==> config.mk <==
export PLATFORM = sky130hd
export DESIGN_NAME = xor_frame_status_decoder_top
export DESIGN_NICKNAME = d
export VERILOG_FILES = /design/src/rtl/core/xfsd_pkg.sv /design/src/rtl/core/xor_frame_status_decoder_top.sv
export SDC_FILE = /design/constraint.sdc
export NUM_CORES = 1
export LEC_CHECK = 0
export BUFFER_PORTS_ARGS = -buffer_cell sky130_fd_sc_hd__buf_2
export CORE_ASPECT_RATIO = 0.7
export CORE_UTILIZATION = 50
export DETAILED_ROUTE_END_ITERATION = 6
export GPL_ROUTABILITY_DRIVEN = 0
export HOLD_SLACK_MARGIN = 0.06
export PLACE_DENSITY_LB_ADDON = 0.25
export SLEW_MARGIN = 20
export SYNTH_ARGS = -nofsm -noshare
export SYNTH_HDL_FRONTEND = slang
export SYNTH_SLANG_ARGS = --single-unit
export TNS_END_PERCENT = 5
==> constraint.sdc <==
create_clock -name clk -period 6.97 [get_ports clk]
set_input_delay 0.697 -clock clk [delete_from_list [all_inputs] [get_ports clk]]
set_output_delay 0.697 -clock clk [all_outputs]
set_load 0.01 [all_outputs]
==> src/rtl/core/xfsd_pkg.sv <==
// Shared constants, types and decode helpers for the status frame decoder.
`default_nettype none
package xfsd_pkg;

  localparam int FRAME_BYTES = 21;
  localparam int POS_W       = 5;

  localparam logic [POS_W-1:0] POS_IDLE   = POS_W'(0);
  localparam logic [POS_W-1:0] POS_TYPE   = POS_W'(1);
  localparam logic [POS_W-1:0] POS_MODE   = POS_W'(7);
  localparam logic [POS_W-1:0] POS_FAN    = POS_W'(8);
  localparam logic [POS_W-1:0] POS_SENSOR = POS_W'(17);
  localparam logic [POS_W-1:0] POS_LAST   = POS_W'(FRAME_BYTES - 1);

  localparam logic [7:0] START_BYTE  = 8'hBB;
  localparam logic [7:0] TYPE_STATUS = 8'h01;
  localparam logic [3:0] HI_OFF      = 4'h2;

  localparam logic [4:0]  TARGET_BASE = 5'd16;
  localparam logic [13:0] ROOM_OFFSET = 14'd1133;
  // floor(x/3) == (x*171) >> 9 for every 8-bit x
  localparam logic [7:0]  THIRD_MUL   = 8'd171;
  localparam int          THIRD_SHIFT = 9;

  typedef enum logic [2:0] {
    MODE_OFF  = 3'd0,
    MODE_COOL = 3'd1,
    MODE_FAN  = 3'd2,
    MODE_DRY  = 3'd3,
    MODE_HEAT = 3'd4,
    MODE_AUTO = 3'd5
  } mode_t;

  function automatic mode_t decode_mode(input logic [7:0] b);
    mode_t m;
    if (b[3:0] == 4'h0 || b[7:4] == HI_OFF) begin
      m = MODE_OFF;
    end else begin
      case (b[3:0])
        4'h1: m = MODE_COOL;
        4'h2: m = MODE_FAN;
        4'h3: m = MODE_DRY;
        4'h4: m = MODE_HEAT;
        4'h5: m = MODE_AUTO;
        default: m = MODE_COOL;
      endcase
    end
    return m;
  endfunction

  function automatic logic [1:0] decode_fan(input logic [7:0] b);
    logic [1:0] f;
    if (b[7:6] == 2'b00) begin
      f = b[5:4];
    end else begin
      f = 2'd0;
    end
    return f;
  endfunction

endpackage
`default_nettype wire

==> src/rtl/core/xor_frame_status_decoder_top.sv <==
// Status frame receiver: start-byte hunt, XOR check and field decode.
`default_nettype none
// Takes one received byte per beat on the rx channel and gives one status beat for
// every valid 21-byte frame (start byte 0xBB, type byte 0x01, XOR of the first 20
// bytes equal to the last byte); bad frames are dropped without notice. The frame
// position counter and running XOR update at the edge that accepts each byte, and
// the decoded status is formed in the same cycle into a single output register, so
// a byte can be accepted every cycle while rx_stall is low. rx_stall rises only
// while a status beat is held in that register and status_stall is high.
module xor_frame_status_decoder_top (
  input  wire         clk,
  input  wire         rst,
  input  wire         rx_valid,
  output logic        rx_stall,
  input  wire  [7:0]  rx_byte,
  output logic        status_valid,
  input  wire         status_stall,
  output logic [2:0]  unit_mode,
  output logic [1:0]  fan_speed,
  output logic [4:0]  target_celsius,
  output logic signed [13:0] room_centi_celsius
);

  logic [xfsd_pkg::POS_W-1:0] pos;
  logic [xfsd_pkg::POS_W-1:0] pos_next;
  logic [7:0] running_xor;
  logic [7:0] running_xor_next;
  logic [7:0] type_byte;
  logic [7:0] mode_byte;
  logic [7:0] fan_temp_byte;
  logic [7:0] sensor_byte;

  logic        rx_fire;
  logic        at_last;
  logic        frame_ok;
  logic [4:0]  target;
  logic [15:0] third_prod;
  logic [13:0] scaled;
  logic [13:0] room_bits;

  assign rx_stall = status_valid && status_stall;
  assign rx_fire  = rx_valid && !rx_stall;
  assign at_last  = (pos >= xfsd_pkg::POS_LAST);
  assign frame_ok = at_last && (type_byte == xfsd_pkg::TYPE_STATUS)
                    && (running_xor == rx_byte);

  always_comb begin
    pos_next         = pos;
    running_xor_next = running_xor;
    if (pos == xfsd_pkg::POS_IDLE) begin
      if (rx_byte == xfsd_pkg::START_BYTE) begin
        pos_next         = xfsd_pkg::POS_TYPE;
        running_xor_next = rx_byte;
      end
    end else if (at_last) begin
      pos_next = xfsd_pkg::POS_IDLE;
    end else begin
      pos_next         = pos + xfsd_pkg::POS_W'(1);
      running_xor_next = running_xor ^ rx_byte;
    end
  end

  // room = 33*raw + floor(raw/3) - 1133, or target*100 when the sensor byte is zero
  assign target     = {1'b0, fan_temp_byte[3:0]} + xfsd_pkg::TARGET_BASE;
  assign third_prod = 16'(sensor_byte) * 16'(xfsd_pkg::THIRD_MUL);
  assign scaled     = (14'(sensor_byte) << 5) + 14'(sensor_byte)
                      + 14'(third_prod >> xfsd_pkg::THIRD_SHIFT);

  always_comb begin
    if (sensor_byte != 8'd0) begin
      room_bits = scaled - xfsd_pkg::ROOM_OFFSET;
    end else begin
      room_bits = (14'(target) << 6) + (14'(target) << 5) + (14'(target) << 2);
    end
  end

  always_ff @(posedge clk) begin
    if (rst) begin
      pos         <= xfsd_pkg::POS_IDLE;
      running_xor <= 8'd0;
    end else if (rx_fire) begin
      pos         <= pos_next;
      running_xor <= running_xor_next;
    end
  end

  // Capture the fields needed for the decode.
  always_ff @(posedge clk) begin
    if (rst) begin
      type_byte     <= 8'd0;
      mode_byte     <= 8'd0;
      fan_temp_byte <= 8'd0;
      sensor_byte   <= 8'd0;
    end else if (rx_fire) begin
      case (pos)
        xfsd_pkg::POS_TYPE:   type_byte     <= rx_byte;
        xfsd_pkg::POS_MODE:   mode_byte     <= rx_byte;
        xfsd_pkg::POS_FAN:    fan_temp_byte <= rx_byte;
        xfsd_pkg::POS_SENSOR: sensor_byte   <= rx_byte;
        default: ;
      endcase
    end
  end

  always_ff @(posedge clk) begin
    if (rst) begin
      status_valid <= 1'b0;
    end else if (rx_fire && frame_ok) begin
      status_valid <= 1'b1;
    end else if (!status_stall) begin
      status_valid <= 1'b0;
    end
  end

  always_ff @(posedge clk) begin
    if (rx_fire && frame_ok) begin
      unit_mode          <= xfsd_pkg::decode_mode(mode_byte);
      fan_speed          <= xfsd_pkg::decode_fan(fan_temp_byte);
      target_celsius     <= target;
      room_centi_celsius <= $signed(room_bits);
    end
  end

`ifndef NO_ASSERTIONS
  a_pos_range: assert property (@(posedge clk) disable iff (rst)
    pos <= xfsd_pkg::POS_LAST)
    else $error("frame position beyond last byte");

  a_start_hunt: assert property (@(posedge clk) disable iff (rst)
    rx_fire && pos == xfsd_pkg::POS_IDLE && rx_byte == xfsd_pkg::START_BYTE
    |=> pos == xfsd_pkg::POS_TYPE && running_xor == xfsd_pkg::START_BYTE)
    else $error("start byte did not open a frame");

  a_beat_source: assert property (@(posedge clk) disable iff (rst)
    $rose(status_valid) |-> $past(rx_fire && at_last && frame_ok))
    else $error("status beat without a checked last byte");

  a_room_range: assert property (@(posedge clk) disable iff (rst)
    status_valid |-> room_centi_celsius >= -14'sd1133 && room_centi_celsius <= 14'sd7367)
    else $error("room temperature out of range");
`endif

endmodule
`default_nettype wire
## After elaboration in Yosys (flattened, before gate mapping)

Index checks and enable logic that the tools add are counted.
W data, S select, Z words.

- Register bits: 70
- Input bits: 12
- Output and inout bits: 26

- $add $sub $neg: 7
- $mul: 1
- Order comparisons: 1
- Equal/unequal tests: 15
- Muxes and demuxes: 10
- Bitwise logic cells: 1
- Reduce and logical (&&, ||, !) cells: 17

Operator list:

| operator | count |
|---|---|
| $mux W8 | 3 |
| $mul A8 B8 Y16 const B | 1 |
| $mux W5 | 3 |
| $add A13 B8 Y14 | 1 |
| $add A14 B7 Y14 | 1 |
| $mux W14 | 1 |
| $sub A14 B11 Y14 const B | 1 |
| $add A12 B7 Y13 | 1 |
| $add A11 B10 Y12 | 1 |
| $eq A4 B2 Y1 const B | 3 |
| $pmux W3 S4 | 1 |
| $reduce_and A2 Y1 | 5 |
| $eq A4 B3 Y1 const B | 2 |
| $eq A8 B1 Y1 const B | 1 |
| $eq A8 B8 Y1 | 1 |
| $eq A8 B8 Y1 const B | 1 |
| $reduce_bool A8 Y1 | 1 |
| $xor A8 B8 Y8 | 1 |
| $ne A2 B1 Y1 const B | 3 |
| $add A4 B5 Y5 const B | 1 |
| $add A5 B1 Y5 const B | 1 |
| $eq A5 B1 Y1 const B | 1 |
| $eq A5 B3 Y1 const B | 1 |
| $eq A5 B4 Y1 const B | 1 |
| other kinds (10) | 15 |

## Logic depth before layout (Yosys ltp)

Gate-level depths: netlist (run 1).

- Depth in word-level cells: 5
- Mapped depth: 24
- Depth with buffers taken out: 23

## Worst setup path before layout (run 1)

Ideal clock, no wire load.

- Path kind: register to register
- From: register sensor_byte[3]
- To: register room_centi_celsius[11] (data pin)
- Library setup time: 254 ps
- Arrival time: 5268 ps
- Data required time: 6716 ps
- Setup slack: 1447 ps
- Cell stages (with the launch flop): 21
- Path buffers: 0
- Path through: dfxtp_1 ha_1 fa_1 fa_1 inv_1 fa_1 inv_1 ha_1 a21o_1 a21oi_1 o21ai_2 a211oi_1 xnor2_1 fa_1 ha_1 a21o_1 a221oi_2 o21ai_0 a31oi_1 xnor2_1 o21a_1

- Cells in the longest elaborated chain, start to end: 4

Ends and longest elaborated chain:

| element | line | RTL |
|---|---|---|
| start: declaration | xor_frame_status_decoder_top.sv:31 | `logic [7:0] sensor_byte;` |
| start signal: assignment | xor_frame_status_decoder_top.sv:99 | `xfsd_pkg::POS_SENSOR: sensor_byte <= rx_byte;` |
| $mul A8 B8 Y16 / $add A13 B8 Y14 (equally long branches) | xor_frame_status_decoder_top.sv:65, xor_frame_status_decoder_top.sv:66 |  |
| $add A14 B7 Y14 | xor_frame_status_decoder_top.sv:67 | `+ 14'(third_prod >> xfsd_pkg::THIRD_SHIFT);` |
| $sub A14 B11 Y14 | xor_frame_status_decoder_top.sv:71 | `room_bits = scaled - xfsd_pkg::ROOM_OFFSET;` |
| $mux W14 * | xor_frame_status_decoder_top.sv:70 | `if (sensor_byte != 8'd0) begin` |
| net room_bits[11] | xor_frame_status_decoder_top.sv:39 | `logic [13:0] room_bits;` |
| end signal: assignment | xor_frame_status_decoder_top.sv:120 | `room_centi_celsius <= $signed(room_bits);` |
| end: declaration | xor_frame_status_decoder_top.sv:21 | `output logic signed [13:0] room_centi_celsius` |

The timed path passes the listed nets; every way through them passes the cells marked *.
A chain may end at the register's enable or synchronous reset.

## Worst setup path in the final report (run 1)

- From: register sensor_byte[3]
- To: register room_centi_celsius[12] (data pin)

- Cells in the longest elaborated chain, start to end: 4

Ends and longest elaborated chain:

| element | line |
|---|---|
| $mul A8 B8 Y16 / $add A13 B8 Y14 (equally long branches) | xor_frame_status_decoder_top.sv:65, xor_frame_status_decoder_top.sv:66 |
| $add A14 B7 Y14 | xor_frame_status_decoder_top.sv:67 |
| $sub A14 B11 Y14 | xor_frame_status_decoder_top.sv:71 |
| $mux W14 * | xor_frame_status_decoder_top.sv:70 |

Every way passes the cells marked *; elsewhere a longest branch is shown, timed or not.

==> results of run 1 <==
==> kinds of logic (layout without fill, tap and decap cells) <==
family / after synthesis / after routing
compound gates: 93 / 93
xor+xnor: 26 / 26
fa+ha+maj: 88 / 88
buf+inv: 88 / 120
flops: 69 / 69
mux: 33 / 33
other cells: 1 / 1
simple gates: 126 / 126
==> worst reg2reg max path, delay by kind of cell, from the launching register on <==
| family | cells | cell delay, ns |
|---|---|---|
| AOI/OAI and AO/OA | 6 | 1.64 |
| xor gates and xnor gates | 2 | 0.34 |
| and+or+nand+nor | 2 | 0.14 |
| buffers and inverters | 2 | 0.10 |
| DFF | 1 | 0.51 |
| adders and majority gates | 7 | 3.01 |
==> area by class of cell <==
class,instances,share of cell area (%)
multi-input combinational,367,54.6
sequential,69,29.1
tap,128,2.89
clock buffer,9,4.07
timing repair buffer,40,3.80
inverter,64,4.34
clock inverter,7,1.13
==> Yosys cell counts, drive strengths merged (2+ instances only) <==
library cell / number / area [um^2]
a211oi: 2 / 15.0
a21boi: 2 / 18.8
a21o: 9 / 67.6
a21oi: 18 / 90.1
a221o: 2 / 20.0
a22oi: 10 / 75.1
a31oi: 5 / 31.3
and2: 3 / 21.3
and4: 2 / 17.5
buf: 15 / 91.3
clkbuf: 9 / 33.8
dfxtp: 46 / 921
edfxtp: 23 / 691
fa: 16 / 320
ha: 72 / 901
inv: 64 / 240
mux2i: 32 / 320
nand2: 21 / 78.8
nand2b: 2 / 12.5
nand3: 6 / 30.0
nand4: 8 / 50.1
nor2: 63 / 239
nor2b: 4 / 25.0
nor3: 3 / 15.0
nor3b: 2 / 15.0
nor4b: 6 / 67.6
o21a: 2 / 15.0
o21ai: 31 / 163
o31a: 2 / 17.5
xnor2: 23 / 201
xor2: 3 / 26.3
==> how the worst min path moves through the flow <==
| stage | from | end | cells past startpoint |
|---|---|---|---|
| finish | type_byte[0] | type_byte[0] | 2 |
| global route | mode_byte[7] | mode_byte[7] | 2 |
| CTS | type_byte[0] | type_byte[0] | 2 |
| detailed placement | type_byte[0] | type_byte[0] | 2 |
| global placement | mode_byte[5] | mode_byte[5] | 2 |
| floorplan | mode_byte[5] | mode_byte[5] | 2 |
==> flip-flops by register name, indices dropped and copies added (netlist names) <==
| name | count |
|---|---|
| sensor_byte | 8 |
| status_valid | 1 |
| fan_speed | 2 |
| mode_byte | 8 |
| pos | 5 |
| target_celsius | 4 |
| type_byte | 8 |
| fan_temp_byte | 8 |
| room_centi_celsius | 14 |
| unit_mode | 3 |
| running_xor | 8 |
==> power breakdown <==
part / internal [mW] / total (mW) / switching, mW
logic: 0.00644 / 0.0223 / 0.0159
clock network: 0.248 / 0.441 / 0.193
registers: 0.413 / 0.413 / 0.000484
==> metal layers <==
| layer | track usage [%] | part of all wire, % |
|---|---|---|
| met3 | 3.70 | 3.8 |
| met5 | 0 | 0 |
| met2 | 35.0 | 44 |
| met1 | 32.7 | 52 |
| met4 | 3.82 | 0.34 |
==> qor.yml, run 1 <==
floorplan:
  initial_core_util_pct: 51.4
  num_rows: 30
  die-area_um2: 10400
  die_h_um: 85.5
  io_pins: 38
  coreArea_um2: 9680
  die_width_um: 121
layout:
  nNetsFinal: 651
  drive_gt1_share_pct: 12.1
  diodes: 0
  seqCellArea_um2: 1610
  layout_commonest_cell: "ha_1"
  finalInstanceArea_um2: 5530
  fin_util_pct: 57.1
  fillers: 869
  final_cell_mix: "ha_1, inv_1, nor2_1"
  synthToLayoutAreaGrowth_pct: 11.1
  multi_input_area_um2: 3020
  final_cells: 684
logic_synthesis:
  synth-edff-count: 23
  async_flop_share_pct: 0
  syn_avg_cell_area_um2: 9.50
  syn_nets: 624
  synthMuxAreaShare_pct: 6.66
  synth_warnings: 0
  syn_inst: 524
  synth-compound-area-share_pct: 12.1
  seq_area_frac_synth_pct: 32.4
  synth_area_um2: 4980
  synth_top_family_by_area: "adder cells"
  ys.flop_type: "dfxtp_1"
  ys_types: 60
  synth_fa_ha_area_share_pct: 24.5
  yosys.area_share.simple_pct: 12.4
  ys_ff_latch: 69
  synth_xor_area_share_pct: 4.57
drt:
  wire_per_inst_um: 15.8
  vias: 3734
  viasPerCell: 5.46
  drc_errors: 0
  first_pass_iters: 5
  drt_wl_total_um: 10800
  ant_nets: 0
  drt-initial-drc-count: 329
run_status:
  run_status: "completed"
placement:
  post-dp-hpwl_um: 8150
  preCtsSetupSlack_ns: 1.02
  io_buffers: 36
  dpl.cell_count: 668
  postPlaceCellArea_um2: 5240
global_routing:
  grt_pass1_wl_um: 18000
  grt_pass1_vias: 3609
  overflow: 0
  antenna_found_initial: 0
  track_usage_pct: 22.3
  grt_max_degree: 47
pwr:
  vdd_drop_max_mv: 0.116
  finalPower_uw: 877
  p_per_area_nw_per_um2: 158
  power.leakage_nw: 2.62
timing:
  fin_hold_ws_ns: 0.499
  slew_viol_final: 0
  period_share_pct: 85.8
  skew_ns: 0.0110
  slew_headroom_pct: 40.1
  fmax_mhz: 167
  worst_pin_slew_ns: 0.894
  timing.setup.tns_ns: 0
  hold_viol_final: 0
  rsz0062_at_grt: "no"
  setup_violations: 0
  min_period_ns: 5.98
  setup_ws_ns: 0.987
setup_path:
  cp_max_fo: 8
  rr_startpoint: "sensor_byte[3]"
  r2r_end: "room_centi_celsius[12]"
  slowest_stage: "o41ai_1"
  crit_path_end: "room_centi_celsius[12]"
  reg2reg_slack_ns: 0.99
  worst_path_largest_cell_delay_ns: 0.61
  worstPathArrival_ns: 6.06
  worstSetupPathType: "reg2reg"
  start_kind: "flop"
  cp_cell_sequence: "ha_1 -> fa_1 -> fa_1 -> inv_1 -> fa_1 -> inv_1 -> ha_1 -> a21o_1 -> a21oi_1 -> o21ai_2 -> a211oi_1 -> xnor2_1 -> fa_1 -> ha_1 -> nand2_1 -> o41ai_1 -> a32oi_1 -> xnor2_1 -> nor2_1"
  cp.required_ns: 7.05
  path_buf_inv: 2
  endpoint_kind: "flop"
  cp_top_family: "adder cells"
  cp.depth: 19
  reg2regPathDepth: 19
  cpMostUsedCell: "fa_1"
  startpoint: "sensor_byte[3]"
clock_network:
  cts_max_level: 3
  ctsHoldBuffers: 0
  path_clk_slew_ns: 0.06
  cts.sinks: 69
  cts_tree: "done"
  clock_path_buffers: 2
  insertion_delay_ns: 0.33
  cts_resized: 0
  post_cts_buffers: 0
  root_buffer: "clkbuf_16"
  numCtsBuffers: 9
flow_run:
  cap_violations: 0
worst_hold_path:
  hold_path_class: "reg2reg"
Power figures use the tool's default switching activity.
==> run 2, diff against run 1 <==
GPL_TIMING_DRIVEN = 0   (was unset)
SLEW_MARGIN = unset   (was 20)
==> qor.yml, run 2 (synthesis results as in run 1) <==
run_status:
  run_status: "completed"
layout:
  drive_gt1_share_pct: 12.3
  largest_reg_flops: 14
  seqCellArea_um2: 1610
  fillers: 854
  finalInstanceArea_um2: 5580
  synthToLayoutAreaGrowth_pct: 12.0
  final_cell_mix: "ha_1, inv_1, nor2_1"
  nNetsFinal: 665
  layout_commonest_cell: "ha_1"
  final_cells: 698
  top_register: "room_centi_celsius"
  fin_util_pct: 57.6
  diodes: 0
  multi_input_area_um2: 3010
timing:
  timing.setup.tns_ns: 0
  worst_pin_slew_ns: 0.669
  setup_ws_ns: 0.746
  hold_viol_final: 0
  setup_violations: 0
  slew_viol_final: 0
  skew_ns: 0.00899
  min_period_ns: 6.22
  period_share_pct: 89.3
  rsz0062_at_grt: "no"
  slew_headroom_pct: 54.8
  fmax_mhz: 161
  fin_hold_ws_ns: 0.500
clock_network:
  cts_tree: "done"
  insertion_delay_ns: 0.33
  cts.sinks: 69
  ctsHoldBuffers: 0
  post_cts_buffers: 0
  cts_max_level: 3
  root_buffer: "clkbuf_16"
  clock_path_buffers: 2
  path_clk_slew_ns: 0.06
  numCtsBuffers: 9
  cts_resized: 0
placement:
  io_buffers: 27
  dpl.cell_count: 682
  preCtsSetupSlack_ns: 0.804
  postPlaceCellArea_um2: 5300
  post-dp-hpwl_um: 8220
setup_path:
  cp_top_family: "adder cells"
  worstPathArrival_ns: 6.28
  cp.required_ns: 7.02
  slowest_stage: "o41ai_1"
  cpMostUsedCell: "fa_1"
  path_buf_inv: 2
  cp_cell_sequence: "ha_1 -> fa_1 -> fa_1 -> inv_1 -> fa_1 -> inv_1 -> ha_1 -> a21o_1 -> a21oi_1 -> o21ai_2 -> a211oi_1 -> xnor2_1 -> fa_1 -> ha_1 -> nand2_1 -> o41ai_1 -> a32oi_1 -> xnor2_1 -> nor2_1"
  reg2regPathDepth: 19
  cp_max_fo: 8
  worst_path_largest_cell_delay_ns: 0.66
  reg2reg_slack_ns: 0.75
  worstSetupPathType: "reg2reg"
  r2r_end: "room_centi_celsius[12]"
  startpoint: "sensor_byte[3]"
  endpoint_kind: "flop"
  start_kind: "flop"
  rr_startpoint: "sensor_byte[3]"
floorplan:
  die_h_um: 85.5
  die-area_um2: 10400
  coreArea_um2: 9680
  die_width_um: 121
  initial_core_util_pct: 51.4
  num_rows: 30
  io_pins: 38
flow_run:
  cap_violations: 0
global_routing:
  overflow: 0
  antenna_found_initial: 0
  track_usage_pct: 22.2
  grt_max_degree: 14
  grt_pass1_wl_um: 17700
  grt_pass1_vias: 3583
pwr:
  vdd_drop_max_mv: 0.110
  p_per_area_nw_per_um2: 153
  finalPower_uw: 854
  power.leakage_nw: 2.64
drt:
  drt-initial-drc-count: 235
  ant_nets: 0
  first_pass_iters: 5
  vias: 3778
  wire_per_inst_um: 15.3
  drc_errors: 0
  drt_wl_total_um: 10700
  viasPerCell: 5.41
worst_hold_path:
  worstHoldPathCells: 2
  min_from: "type_byte[2]"
  hold_path_class: "reg2reg"
  whs_endpoint: "type_byte[2]"
[run 2: changes by cell type in the layout (fill, tap and decap cells not counted), moves of 2 or more]
cell,change
clkinv_4,-2
clkbuf_1,+9
buf_6,+2
clkinvlp_4,+2
clkinv_2,+2
[run 2: layout make-up]
| cell class | count | area share [%] |
|---|---|---|
| clock inverters | 7 | 0.897 |
| inverters | 64 | 4.31 |
| flip-flops and latches | 69 | 28.9 |
| clock buffers | 9 | 4.04 |
| repair buffers | 30 | 2.83 |
| multi-input cells | 367 | 53.9 |
| well taps | 128 | 2.87 |
| plain buffers | 24 | 2.24 |
[run 2: layer usage]
metal,vias to the layer above,global-route usage (%),wire length [um]
met1,1803,31.7,5450
met5,-,0,0
li1,1880,-,-
met3,8,4.57,444
met2,87,33.9,4730
met4,0,6.62,75
[run 2: worst max-delay path by stage]
stage	endpoint	slack, ns	depth (start not counted)
6_report	room_centi_celsius[12]	0.75	19
4_1_cts	room_centi_celsius[11]	0.80	20
3_5_place_dp	room_centi_celsius[11]	0.80	20
3_3_place_gp	room_centi_celsius[11]	0.94	20
2_1_floorplan	room_centi_celsius[11]	1.45	20
5_1_grt	room_centi_celsius[12]	0.48	19
[run 2: where the power goes]
group | internal (mW) | total, mW | switching [mW]
Sequential | 0.413 | 0.414 | 0.000496
Clock | 0.241 | 0.416 | 0.175
Combinational | 0.00713 | 0.0241 | 0.0170
[run 2: worst reg2reg max path: stages (launching register included)]
cell      delay [ns]
dfxtp_1         0.57
ha_1            0.35
fa_1            0.49
fa_1            0.53
inv_1           0.06
fa_1            0.50
inv_1           0.05
ha_1            0.32
a21o_1          0.20
a21oi_1         0.17
o21ai_2         0.16
a211oi_1        0.28
xnor2_1         0.19
fa_1            0.45
ha_1            0.37
nand2_1         0.09
o41ai_1         0.66
a32oi_1         0.25
xnor2_1         0.19
nor2_1          0.07
